### src/hw/rtl/dda_pkg.sv
// Shared definitions for the decimal digit arithmetic block.
// Holds action codes, datapath operation codes and the controller command bundle.
// No dependencies.
`timescale 1ns / 1ps
`default_nettype none

package dda_pkg;

	// default operand length in decimal digits
	localparam int DIGITS_DEF = 16;

	// action codes of the input transaction
	localparam logic [2:0] ACT_LOAD_A = 3'd0;
	localparam logic [2:0] ACT_LOAD_B = 3'd1;
	localparam logic [2:0] ACT_ADD    = 3'd2;
	localparam logic [2:0] ACT_SUB    = 3'd3;
	localparam logic [2:0] ACT_MUL    = 3'd4;
	localparam logic [2:0] ACT_CLEAR  = 3'd5;

	// digit-serial operation selected for one datapath step
	typedef enum logic [1:0] {
		OP_ADD,
		OP_SUB_AB,
		OP_SUB_BA,
		OP_MUL
	} op_t;

	// command bundle from controller to datapath
	typedef struct packed {
		logic load_a;      // shift a digit into operand A
		logic load_b;      // shift a digit into operand B
		logic clear;       // zero both operands
		logic step;        // process one digit, least significant first
		op_t  op;          // operation of this step
		logic first_digit; // step works on the units digit
		logic first_pass;  // multiply: partial result is still zero
		logic rot_b;       // multiply: bring the next B digit to the top
		logic emit;        // shift the result toward the output tap
	} dda_cmd_t;

endpackage

`default_nettype wire

### src/hw/rtl/dda_datapath.sv
// Datapath of the decimal digit arithmetic block: operand shift lines,
// result shift line and a one-digit add / subtract / multiply-accumulate cell.
// Depends on dda_pkg.
`timescale 1ns / 1ps
`default_nettype none

module dda_datapath #(
	parameter int DIGITS = dda_pkg::DIGITS_DEF
) (
	input  wire logic             clk,
	input  wire logic             arst_n,
	input  wire dda_pkg::dda_cmd_t cmd,
	input  wire logic [3:0]       digit,
	output logic                  carry_out,
	output logic [3:0]            result_digit
);

	// operand digits, index 0 is the units place
	logic [3:0] a_q [DIGITS];
	logic [3:0] b_q [DIGITS];
	// result line: filled at the top, read at the bottom, emitted from the top
	logic [3:0] wr_q [DIGITS];
	logic [3:0] carry_q;
	logic [3:0] prev_q;

	logic [3:0] digit_clip;
	logic [3:0] cin;
	logic [3:0] shifted;
	logic [7:0] prod;
	logic [7:0] sum;
	logic [3:0] quot;
	logic [3:0] big;
	logic [3:0] small_d;
	logic [4:0] need;
	logic [3:0] digit_nx;
	logic [3:0] carry_nx;

	// quotient by ten through a reciprocal, exact for values below 100
	function automatic logic [3:0] div10(input logic [7:0] s);
		logic [15:0] p;
		p = {8'b0, s} * 16'd205;
		return p[14:11];
	endfunction

	// clip loaded digits above nine
	assign digit_clip = (digit > 4'd9) ? 4'd9 : digit;

	// carry or borrow into this digit, and the partial result times ten
	assign cin     = cmd.first_digit ? 4'd0 : carry_q;
	assign shifted = (cmd.first_digit || cmd.first_pass) ? 4'd0 : prev_q;
	assign prod    = {4'b0, b_q[DIGITS-1]} * {4'b0, a_q[0]};

	// digit cell
	always_comb begin
		sum      = 8'd0;
		quot     = 4'd0;
		need     = 5'd0;
		big      = a_q[0];
		small_d  = b_q[0];
		digit_nx = 4'd0;
		carry_nx = 4'd0;
		case (cmd.op)
			dda_pkg::OP_ADD: begin
				sum      = {4'b0, a_q[0]} + {4'b0, b_q[0]} + {4'b0, cin};
				quot     = div10(sum);
				digit_nx = 4'(sum - {quot, 3'b0} - {3'b0, quot, 1'b0});
				carry_nx = quot;
			end
			dda_pkg::OP_MUL: begin
				sum      = {4'b0, shifted} + prod + {4'b0, cin};
				quot     = div10(sum);
				digit_nx = 4'(sum - {quot, 3'b0} - {3'b0, quot, 1'b0});
				carry_nx = quot;
			end
			dda_pkg::OP_SUB_AB, dda_pkg::OP_SUB_BA: begin
				if (cmd.op == dda_pkg::OP_SUB_BA) begin
					big     = b_q[0];
					small_d = a_q[0];
				end
				need = {1'b0, small_d} + {4'b0, cin[0]};
				if ({1'b0, big} < need) begin
					digit_nx = 4'({1'b0, big} + 5'd10 - need);
					carry_nx = 4'd1;
				end else begin
					digit_nx = 4'({1'b0, big} - need);
					carry_nx = 4'd0;
				end
			end
			default: begin
				digit_nx = 4'd0;
				carry_nx = 4'd0;
			end
		endcase
	end

	assign carry_out    = carry_nx[0];
	assign result_digit = wr_q[DIGITS-1];

	// operand lines: load shifts in, steps rotate, clear zeroes
	always_ff @(posedge clk or negedge arst_n) begin
		if (!arst_n) begin
			for (int k = 0; k < DIGITS; k++) begin
				a_q[k] <= 4'd0;
				b_q[k] <= 4'd0;
			end
		end else if (cmd.clear) begin
			for (int k = 0; k < DIGITS; k++) begin
				a_q[k] <= 4'd0;
				b_q[k] <= 4'd0;
			end
		end else begin
			if (cmd.load_a) begin
				a_q[0] <= digit_clip;
				for (int k = 1; k < DIGITS; k++) a_q[k] <= a_q[k-1];
			end else if (cmd.step) begin
				a_q[DIGITS-1] <= a_q[0];
				for (int k = 0; k < DIGITS - 1; k++) a_q[k] <= a_q[k+1];
			end
			if (cmd.load_b) begin
				b_q[0] <= digit_clip;
				for (int k = 1; k < DIGITS; k++) b_q[k] <= b_q[k-1];
			end else if (cmd.rot_b) begin
				b_q[0] <= b_q[DIGITS-1];
				for (int k = 1; k < DIGITS; k++) b_q[k] <= b_q[k-1];
			end else if (cmd.step && cmd.op != dda_pkg::OP_MUL) begin
				b_q[DIGITS-1] <= b_q[0];
				for (int k = 0; k < DIGITS - 1; k++) b_q[k] <= b_q[k+1];
			end
		end
	end

	// result line and digit carry
	always_ff @(posedge clk) begin
		if (cmd.step) begin
			carry_q <= carry_nx;
			prev_q  <= wr_q[0];
			wr_q[DIGITS-1] <= digit_nx;
			for (int k = 0; k < DIGITS - 1; k++) wr_q[k] <= wr_q[k+1];
		end else if (cmd.emit) begin
			for (int k = 1; k < DIGITS; k++) wr_q[k] <= wr_q[k-1];
		end
	end

endmodule

`default_nettype wire

### src/hw/rtl/dda_ctrl.sv
// Controller of the decimal digit arithmetic block: sequences digit steps,
// multiply passes and the result run, and drives the command bundle.
// Depends on dda_pkg.
`timescale 1ns / 1ps
`default_nettype none

module dda_ctrl #(
	parameter int DIGITS = dda_pkg::DIGITS_DEF
) (
	input  wire logic              clk,
	input  wire logic              arst_n,
	input  wire logic              start,
	input  wire logic [2:0]        action,
	input  wire logic              carry_out,
	output dda_pkg::dda_cmd_t      cmd,
	output logic                   busy,
	output logic                   strobe,
	output logic                   swapped,
	output logic                   last
);

	localparam int CW = (DIGITS > 1) ? $clog2(DIGITS) : 1;
	localparam logic [CW-1:0] LAST_IDX = CW'(DIGITS - 1);
	localparam logic [CW-1:0] NEXT_TO_LAST = CW'(DIGITS - 2);

	typedef enum logic [2:0] {
		S_IDLE,
		S_ADD,
		S_SUB1,
		S_SUB2,
		S_MUL,
		S_EMIT
	} state_t;

	state_t        state_q;
	logic [CW-1:0] cnt_q;
	logic [CW-1:0] pass_q;
	logic          swapped_q;
	logic          strobe_q;
	logic          last_q;
	logic          accept;

	assign accept = start && (state_q == S_IDLE);

	// decode commands from state and the accepted transaction
	always_comb begin
		cmd.load_a      = accept && (action == dda_pkg::ACT_LOAD_A);
		cmd.load_b      = accept && (action == dda_pkg::ACT_LOAD_B);
		cmd.clear       = accept && (action == dda_pkg::ACT_CLEAR);
		cmd.step        = (state_q == S_ADD) || (state_q == S_SUB1) ||
		                  (state_q == S_SUB2) || (state_q == S_MUL);
		cmd.first_digit = (cnt_q == '0);
		cmd.first_pass  = (pass_q == '0);
		cmd.rot_b       = (state_q == S_MUL) && (cnt_q == LAST_IDX);
		cmd.emit        = (state_q == S_EMIT);
		case (state_q)
			S_SUB1:  cmd.op = dda_pkg::OP_SUB_AB;
			S_SUB2:  cmd.op = dda_pkg::OP_SUB_BA;
			S_MUL:   cmd.op = dda_pkg::OP_MUL;
			default: cmd.op = dda_pkg::OP_ADD;
		endcase
	end

	// state, counters and registered result flags
	always_ff @(posedge clk or negedge arst_n) begin
		if (!arst_n) begin
			state_q   <= S_IDLE;
			cnt_q     <= '0;
			pass_q    <= '0;
			swapped_q <= 1'b0;
			strobe_q  <= 1'b0;
			last_q    <= 1'b0;
		end else begin
			case (state_q)
				S_IDLE: begin
					cnt_q  <= '0;
					pass_q <= '0;
					if (start) begin
						case (action)
							dda_pkg::ACT_ADD: begin
								state_q   <= S_ADD;
								swapped_q <= 1'b0;
							end
							dda_pkg::ACT_SUB: begin
								state_q   <= S_SUB1;
								swapped_q <= 1'b0;
							end
							dda_pkg::ACT_MUL: begin
								state_q   <= S_MUL;
								swapped_q <= 1'b0;
							end
							default: state_q <= S_IDLE;
						endcase
					end
				end
				S_ADD, S_SUB2: begin
					if (cnt_q == LAST_IDX) begin
						state_q  <= S_EMIT;
						cnt_q    <= '0;
						strobe_q <= 1'b1;
					end else begin
						cnt_q <= cnt_q + 1'b1;
					end
				end
				S_SUB1: begin
					if (cnt_q == LAST_IDX) begin
						cnt_q <= '0;
						// final borrow means A was smaller: redo as B minus A
						if (carry_out) begin
							state_q   <= S_SUB2;
							swapped_q <= 1'b1;
						end else begin
							state_q  <= S_EMIT;
							strobe_q <= 1'b1;
						end
					end else begin
						cnt_q <= cnt_q + 1'b1;
					end
				end
				S_MUL: begin
					if (cnt_q == LAST_IDX) begin
						cnt_q <= '0;
						if (pass_q == LAST_IDX) begin
							state_q  <= S_EMIT;
							strobe_q <= 1'b1;
						end else begin
							pass_q <= pass_q + 1'b1;
						end
					end else begin
						cnt_q <= cnt_q + 1'b1;
					end
				end
				S_EMIT: begin
					if (cnt_q == LAST_IDX) begin
						state_q  <= S_IDLE;
						cnt_q    <= '0;
						strobe_q <= 1'b0;
						last_q   <= 1'b0;
					end else begin
						cnt_q  <= cnt_q + 1'b1;
						last_q <= (cnt_q == NEXT_TO_LAST);
					end
				end
				default: state_q <= S_IDLE;
			endcase
		end
	end

	assign busy    = (state_q != S_IDLE);
	assign strobe  = strobe_q;
	assign swapped = swapped_q;
	assign last    = last_q;

endmodule

`default_nettype wire

### src/hw/rtl/decimal_digit_arithmetic.sv
// Top level of the decimal digit arithmetic block: joins controller and datapath.
// Depends on dda_pkg, dda_ctrl and dda_datapath.
//
// channel   direction  handshake              payload
// command   in         start & !busy          action, digit
// result    out        strobe                 result_digit, swapped, last
//
// Load and clear transactions complete in the accepting cycle; busy stays low.
// Add takes DIGITS digit steps, subtract DIGITS or 2*DIGITS (second pass when
// A < B), multiply DIGITS*DIGITS steps: one shared digit cell, one digit a cycle.
// Each compute transaction is followed by a run of DIGITS result digits, MSD first;
// busy stays high from acceptance through the last result.
// Reset clears both operands to zero and returns the controller to idle.
// The receiver cannot stall: each result is present for exactly one cycle.
`timescale 1ns / 1ps
`default_nettype none

module decimal_digit_arithmetic #(
	parameter int DIGITS = dda_pkg::DIGITS_DEF
) (
	input  wire logic       clk,
	input  wire logic       arst_n,
	input  wire logic       start,
	output logic            busy,
	input  wire logic [2:0] action,
	input  wire logic [3:0] digit,
	output logic            strobe,
	output logic [3:0]      result_digit,
	output logic            swapped,
	output logic            last
);

	dda_pkg::dda_cmd_t cmd;
	logic              carry_out;

	dda_ctrl #(
		.DIGITS(DIGITS)
	) u_ctrl (
		.clk       (clk),
		.arst_n    (arst_n),
		.start     (start),
		.action    (action),
		.carry_out (carry_out),
		.cmd       (cmd),
		.busy      (busy),
		.strobe    (strobe),
		.swapped   (swapped),
		.last      (last)
	);

	dda_datapath #(
		.DIGITS(DIGITS)
	) u_datapath (
		.clk          (clk),
		.arst_n       (arst_n),
		.cmd          (cmd),
		.digit        (digit),
		.carry_out    (carry_out),
		.result_digit (result_digit)
	);

	// result run stays inside the busy window
	assert property (@(posedge clk) disable iff (!arst_n) strobe |-> busy)
		else $error("result strobe outside busy");

	// a run continues until its final digit
	assert property (@(posedge clk) disable iff (!arst_n) (strobe && !last) |=> strobe)
		else $error("result run broken before last digit");

	// busy ends only right after the final digit
	assert property (@(posedge clk) disable iff (!arst_n) $fell(busy) |-> $past(last))
		else $error("busy dropped without final digit");

	// emitted digits are decimal
	assert property (@(posedge clk) disable iff (!arst_n) strobe |-> (result_digit <= 4'd9))
		else $error("result digit above nine");

endmodule

`default_nettype wire

### config.mk
export PLATFORM = sky130hd
export DESIGN_NAME = decimal_digit_arithmetic
export DESIGN_NICKNAME = d
export VERILOG_FILES = /design/src/hw/rtl/dda_pkg.sv /design/src/hw/rtl/dda_datapath.sv /design/src/hw/rtl/dda_ctrl.sv /design/src/hw/rtl/decimal_digit_arithmetic.sv
export SDC_FILE = /design/constraint.sdc
export NUM_CORES = 1
export LEC_CHECK = 0
export BUFFER_PORTS_ARGS = -buffer_cell sky130_fd_sc_hd__clkbuf_2
export CAP_MARGIN = 10
export CORE_ASPECT_RATIO = 0.75
export CORE_UTILIZATION = 50
export DETAILED_ROUTE_END_ITERATION = 12
export PLACE_DENSITY_LB_ADDON = 0.3
export SYNTH_ARGS = -nofsm -noshare
export SYNTH_HDL_FRONTEND = slang
export SYNTH_SLANG_ARGS = --single-unit
### constraint.sdc
create_clock -name clk -period 13.4 [get_ports clk]
set_input_delay 0.67 -clock clk [delete_from_list [all_inputs] [get_ports clk]]
set_output_delay 0.67 -clock clk [all_outputs]
set_load 0.005 [all_outputs]
==> impl_metrics.csv <==
group,metric,value,unit
sta,unrepaired_setup_endpoints_after_global_routing,"no",
finish,post_route_cells_drive_above_1_share,6.30,%
floorplan,initial_utilization,51.3,%
sta,final.period_utilization,68.5,%
clocking,worst_skew_pair.late_latency,0.53,ns
floorplan,fp.dieH,144,um
placed_design,routabilityCongestion,0.905,
floorplan,width_of_the_chip,191,um
clocking,cts.sink_count,214,
sta,report.final.setup_viol,0,
clocking,clock_tree.buffer_depth,3,
global_route,grt_start_max_net_pins,129,
routing,initialDrtViolationCount,885,
floorplan,die_area,27400,sq um
clocking,clock_tree.htree_level_count,1,
worst_setup_path,required,13.77,ns
worst_setup_path,crit_fanout,6,
worst_hold_path,worstHoldPathType,"in2async",
worst_setup_path,critPathKind,"reg2reg",
logic_synthesis,yosysTopAreaCell,"sky130_fd_sc_hd__dfrtp_1",
logic_synthesis,syn-num-nets,1530,
finish,finalNetCount,1491,
finish,fillCellCount,2288,
logic_synthesis,synth-seq-area-share,42.7,%
clocking,cts_made_buffers,23,
logic_synthesis,synth_top_cells_by_count,"197 x sky130_fd_sc_hd__nand2_1, 142 x sky130_fd_sc_hd__dfrtp_1, 135 x sky130_fd_sc_hd__o21ai_0",
global_route,grt-ovfl-total,0,
worst_setup_path,worstPathBufferInverterCount,6,
logic_synthesis,synth_area_per_cell,9.64,sq um
logic_synthesis,yosysTopAreaCellShare,26.6,%
logic_synthesis,synth.distinct_cells,62,
sta,timing.setup.tns,0,ns
finish,num_antenna_cells,0,
logic_synthesis,netlist_top_cells_area,"sky130_fd_sc_hd__dfrtp_1 27%, sky130_fd_sc_hd__edfxtp_1 16%, sky130_fd_sc_hd__ha_1 9.2%, sky130_fd_sc_hd__nand2_1 5.5%, sky130_fd_sc_hd__fa_1 5.1%",
worst_setup_path,critPathMostFrequentCell,"sky130_fd_sc_hd__fa_1",
global_route,via_count_of_the_first_global_routing_pass,9063,
placed_design,port-buffer-count,17,
floorplan,top_level_ports,18,
global_route,track_usage,20.3,%
worst_setup_path,crit_path_top_delay_cell,"sky130_fd_sc_hd__fa_1",
sta,finalClockSkew,0.0274,ns
sta,slew-limit-headroom,23.6,%
sta,worst_hold_slack,0.0857,ns
sta,maxClockFrequency,0.109,GHz
sta,slew_viol_final,0,
clocking,path_clk_slew,0.06,ns
logic_synthesis,ys.flop_type,"sky130_fd_sc_hd__dfrtp_1",
worst_setup_path,end_kind,"flip-flop",
clocking,cts_setup_buffers,0,
global_route,grt_first_pass_wirelength,45900,um
worst_setup_path,critPathLaunchType,"flip-flop",
logic_synthesis,number_of_warnings_reported_in_the_yosys_synthesis_log,0,
logic_synthesis,netlist_instances,1388,
routing,detailed_routing_iterations_pass_1,5,
routing,detail-route-antenna-nets,0,
worst_setup_path,timing.critical_path.arrival,9.55,ns
clocking,cts_tree,"yes",
sta,min_clock_period_post_route,9.18,ns
flow_run,timing.max_cap.violations,0,
logic_synthesis,synth_enable_flop_cells,72,
clocking,clk_root_buffer_cell,"sky130_fd_sc_hd__clkbuf_16",
logic_synthesis,ys_async_sr_fraction,66.4,%
clocking,post_cts.resized_instances,0,
floorplan,floorplan.rows,51,
routing,wire_per_inst,16.0,um
floorplan,core_region_area,26100,sq um
sta,timing_hold_violations_final,0,
routing,drt-total-wl,27300,um
global_route,grt_antenna_before_repair,0,
routing,via_count,9703,
worst_setup_path,kind_of_cell_adding_the_most_delay_to_the_critical_path,"adder cells",
sta,worst_max_slew_pin_slew,1.15,ns
clocking,cts_hold_buf,0,
finish,area.growth.synth_to_final,7.41,%
routing,detail_route.vias_per_cell,5.67,
status,result_of_the_run,"complete, no violations",
placed_design,dp_hpwl,17700,um
logic_synthesis,syn_area,13400,sq um
routing,drc_errors,0,
logic_synthesis,synth_seq_cells,214,
logic_synthesis,synth.most_common_cell,"sky130_fd_sc_hd__nand2_1",
worst_setup_path,worst_path_largest_cell_delay,0.54,ns
-- layer usage --
metal | track usage (%) | vias to the layer above | part of all wire [%]
met1 | 32.8 | 4719 | 53
met2 | 29.1 | 175 | 42
met4 | 3.87 | 0 | 1.3
met5 | 0 | - | 0
li1 | - | 4782 | -
met3 | 2.30 | 27 | 3.6
-- sequential cells by signal, summed over array words and instances (netlist names), 3 cells and up --
signal              count
u_ctrl.pass_q           4
u_datapath.b_q         64
u_datapath.prev_q       4
u_datapath.carry_q      4
u_ctrl.cnt_q            4
u_datapath.wr_q        64
u_ctrl.state_q          3
u_datapath.a_q         64
-- cell type report --
type / count / area [sq um] / area share [%]
well taps: 344 / 430 / 3.00
inverters: 86 / 325 / 2.26
clock buffers: 32 / 639 / 4.45
repair buffers: 29 / 181 / 1.26
multi-input cells: 995 / 6910 / 48.1
clock inverters: 10 / 169 / 1.18
flip-flops and latches: 214 / 5720 / 39.8
-- stage by stage --
stage | setup WS, ns | std cells | area, sq um | util, %
after floorplan | 5.03 | 1388 | 13400 | -
after global routing | 3.60 | 1710 | 14400 | 55.1
final | 4.22 | 1710 | 14400 | 55.1
after detailed placement | 4.37 | 1668 | 13600 | 52.0
after CTS | 4.29 | 1710 | 14400 | 55.1
after global placement | 4.49 | 1668 | 13600 | 52.0
-- kinds of logic after synthesis --
logic type               count (synthesis)  share of synthesized area [%]
AO/OA/AOI/OAI                          329                           14.2
XOR/XNOR                                29                           2.00
AND/OR/NAND/NOR                        433                           15.6
buffers and inverters                  179                           5.73
multiplexers                            72                           5.43
adder cells (fa/ha/maj)                132                           14.3
flip-flops                             214                           42.7
-- worst reg2reg max path, delay by kind of cell (launching register included) --
family                   cells  cell delay (ns)
AND/OR/NAND/NOR              6             1.09
flip-flops                   1             0.44
adder cells (fa/ha/maj)     11             4.70
XOR/XNOR                     2             0.28
AO/OA/AOI/OAI               10             2.15
buffers and inverters        6             0.36
-- worst paths after layout --
kind	depth (start not counted)	start	endpoint	slack (ns)
max reg2reg	35	u_ctrl.cnt_q[0]	u_datapath.wr_q[1][31]	4.22
max in group asynchronous	2	arst_n	u_datapath.b_q[57]	11.79
min in group clk	3	action[0]	u_ctrl.state_q[1]	0.44
max	35	u_ctrl.cnt_q[0]	u_datapath.wr_q[1][31]	4.22
min	1	arst_n	u_ctrl.last	0.09
min reg2reg	0	u_datapath.wr_q[0][1]	u_datapath.prev_q[1]	0.45
-- placed cells by master (no fill, tap or decap), drive strengths merged, types with 34 or more instances in the layout --
cell	Yosys	layout
fa	34	34
and3	64	64
nand2	198	198
nand3	73	73
a21oi	94	94
clkbuf	53	48
inv	86	88
o21ai	155	155
mux2i	67	67
edfxtp	72	72
dfrtp	142	142
ha	98	98
Power is left out: the tool's default activity adds up to more than one toggle a clock period on the data nets, which glitch-free logic cannot reach.
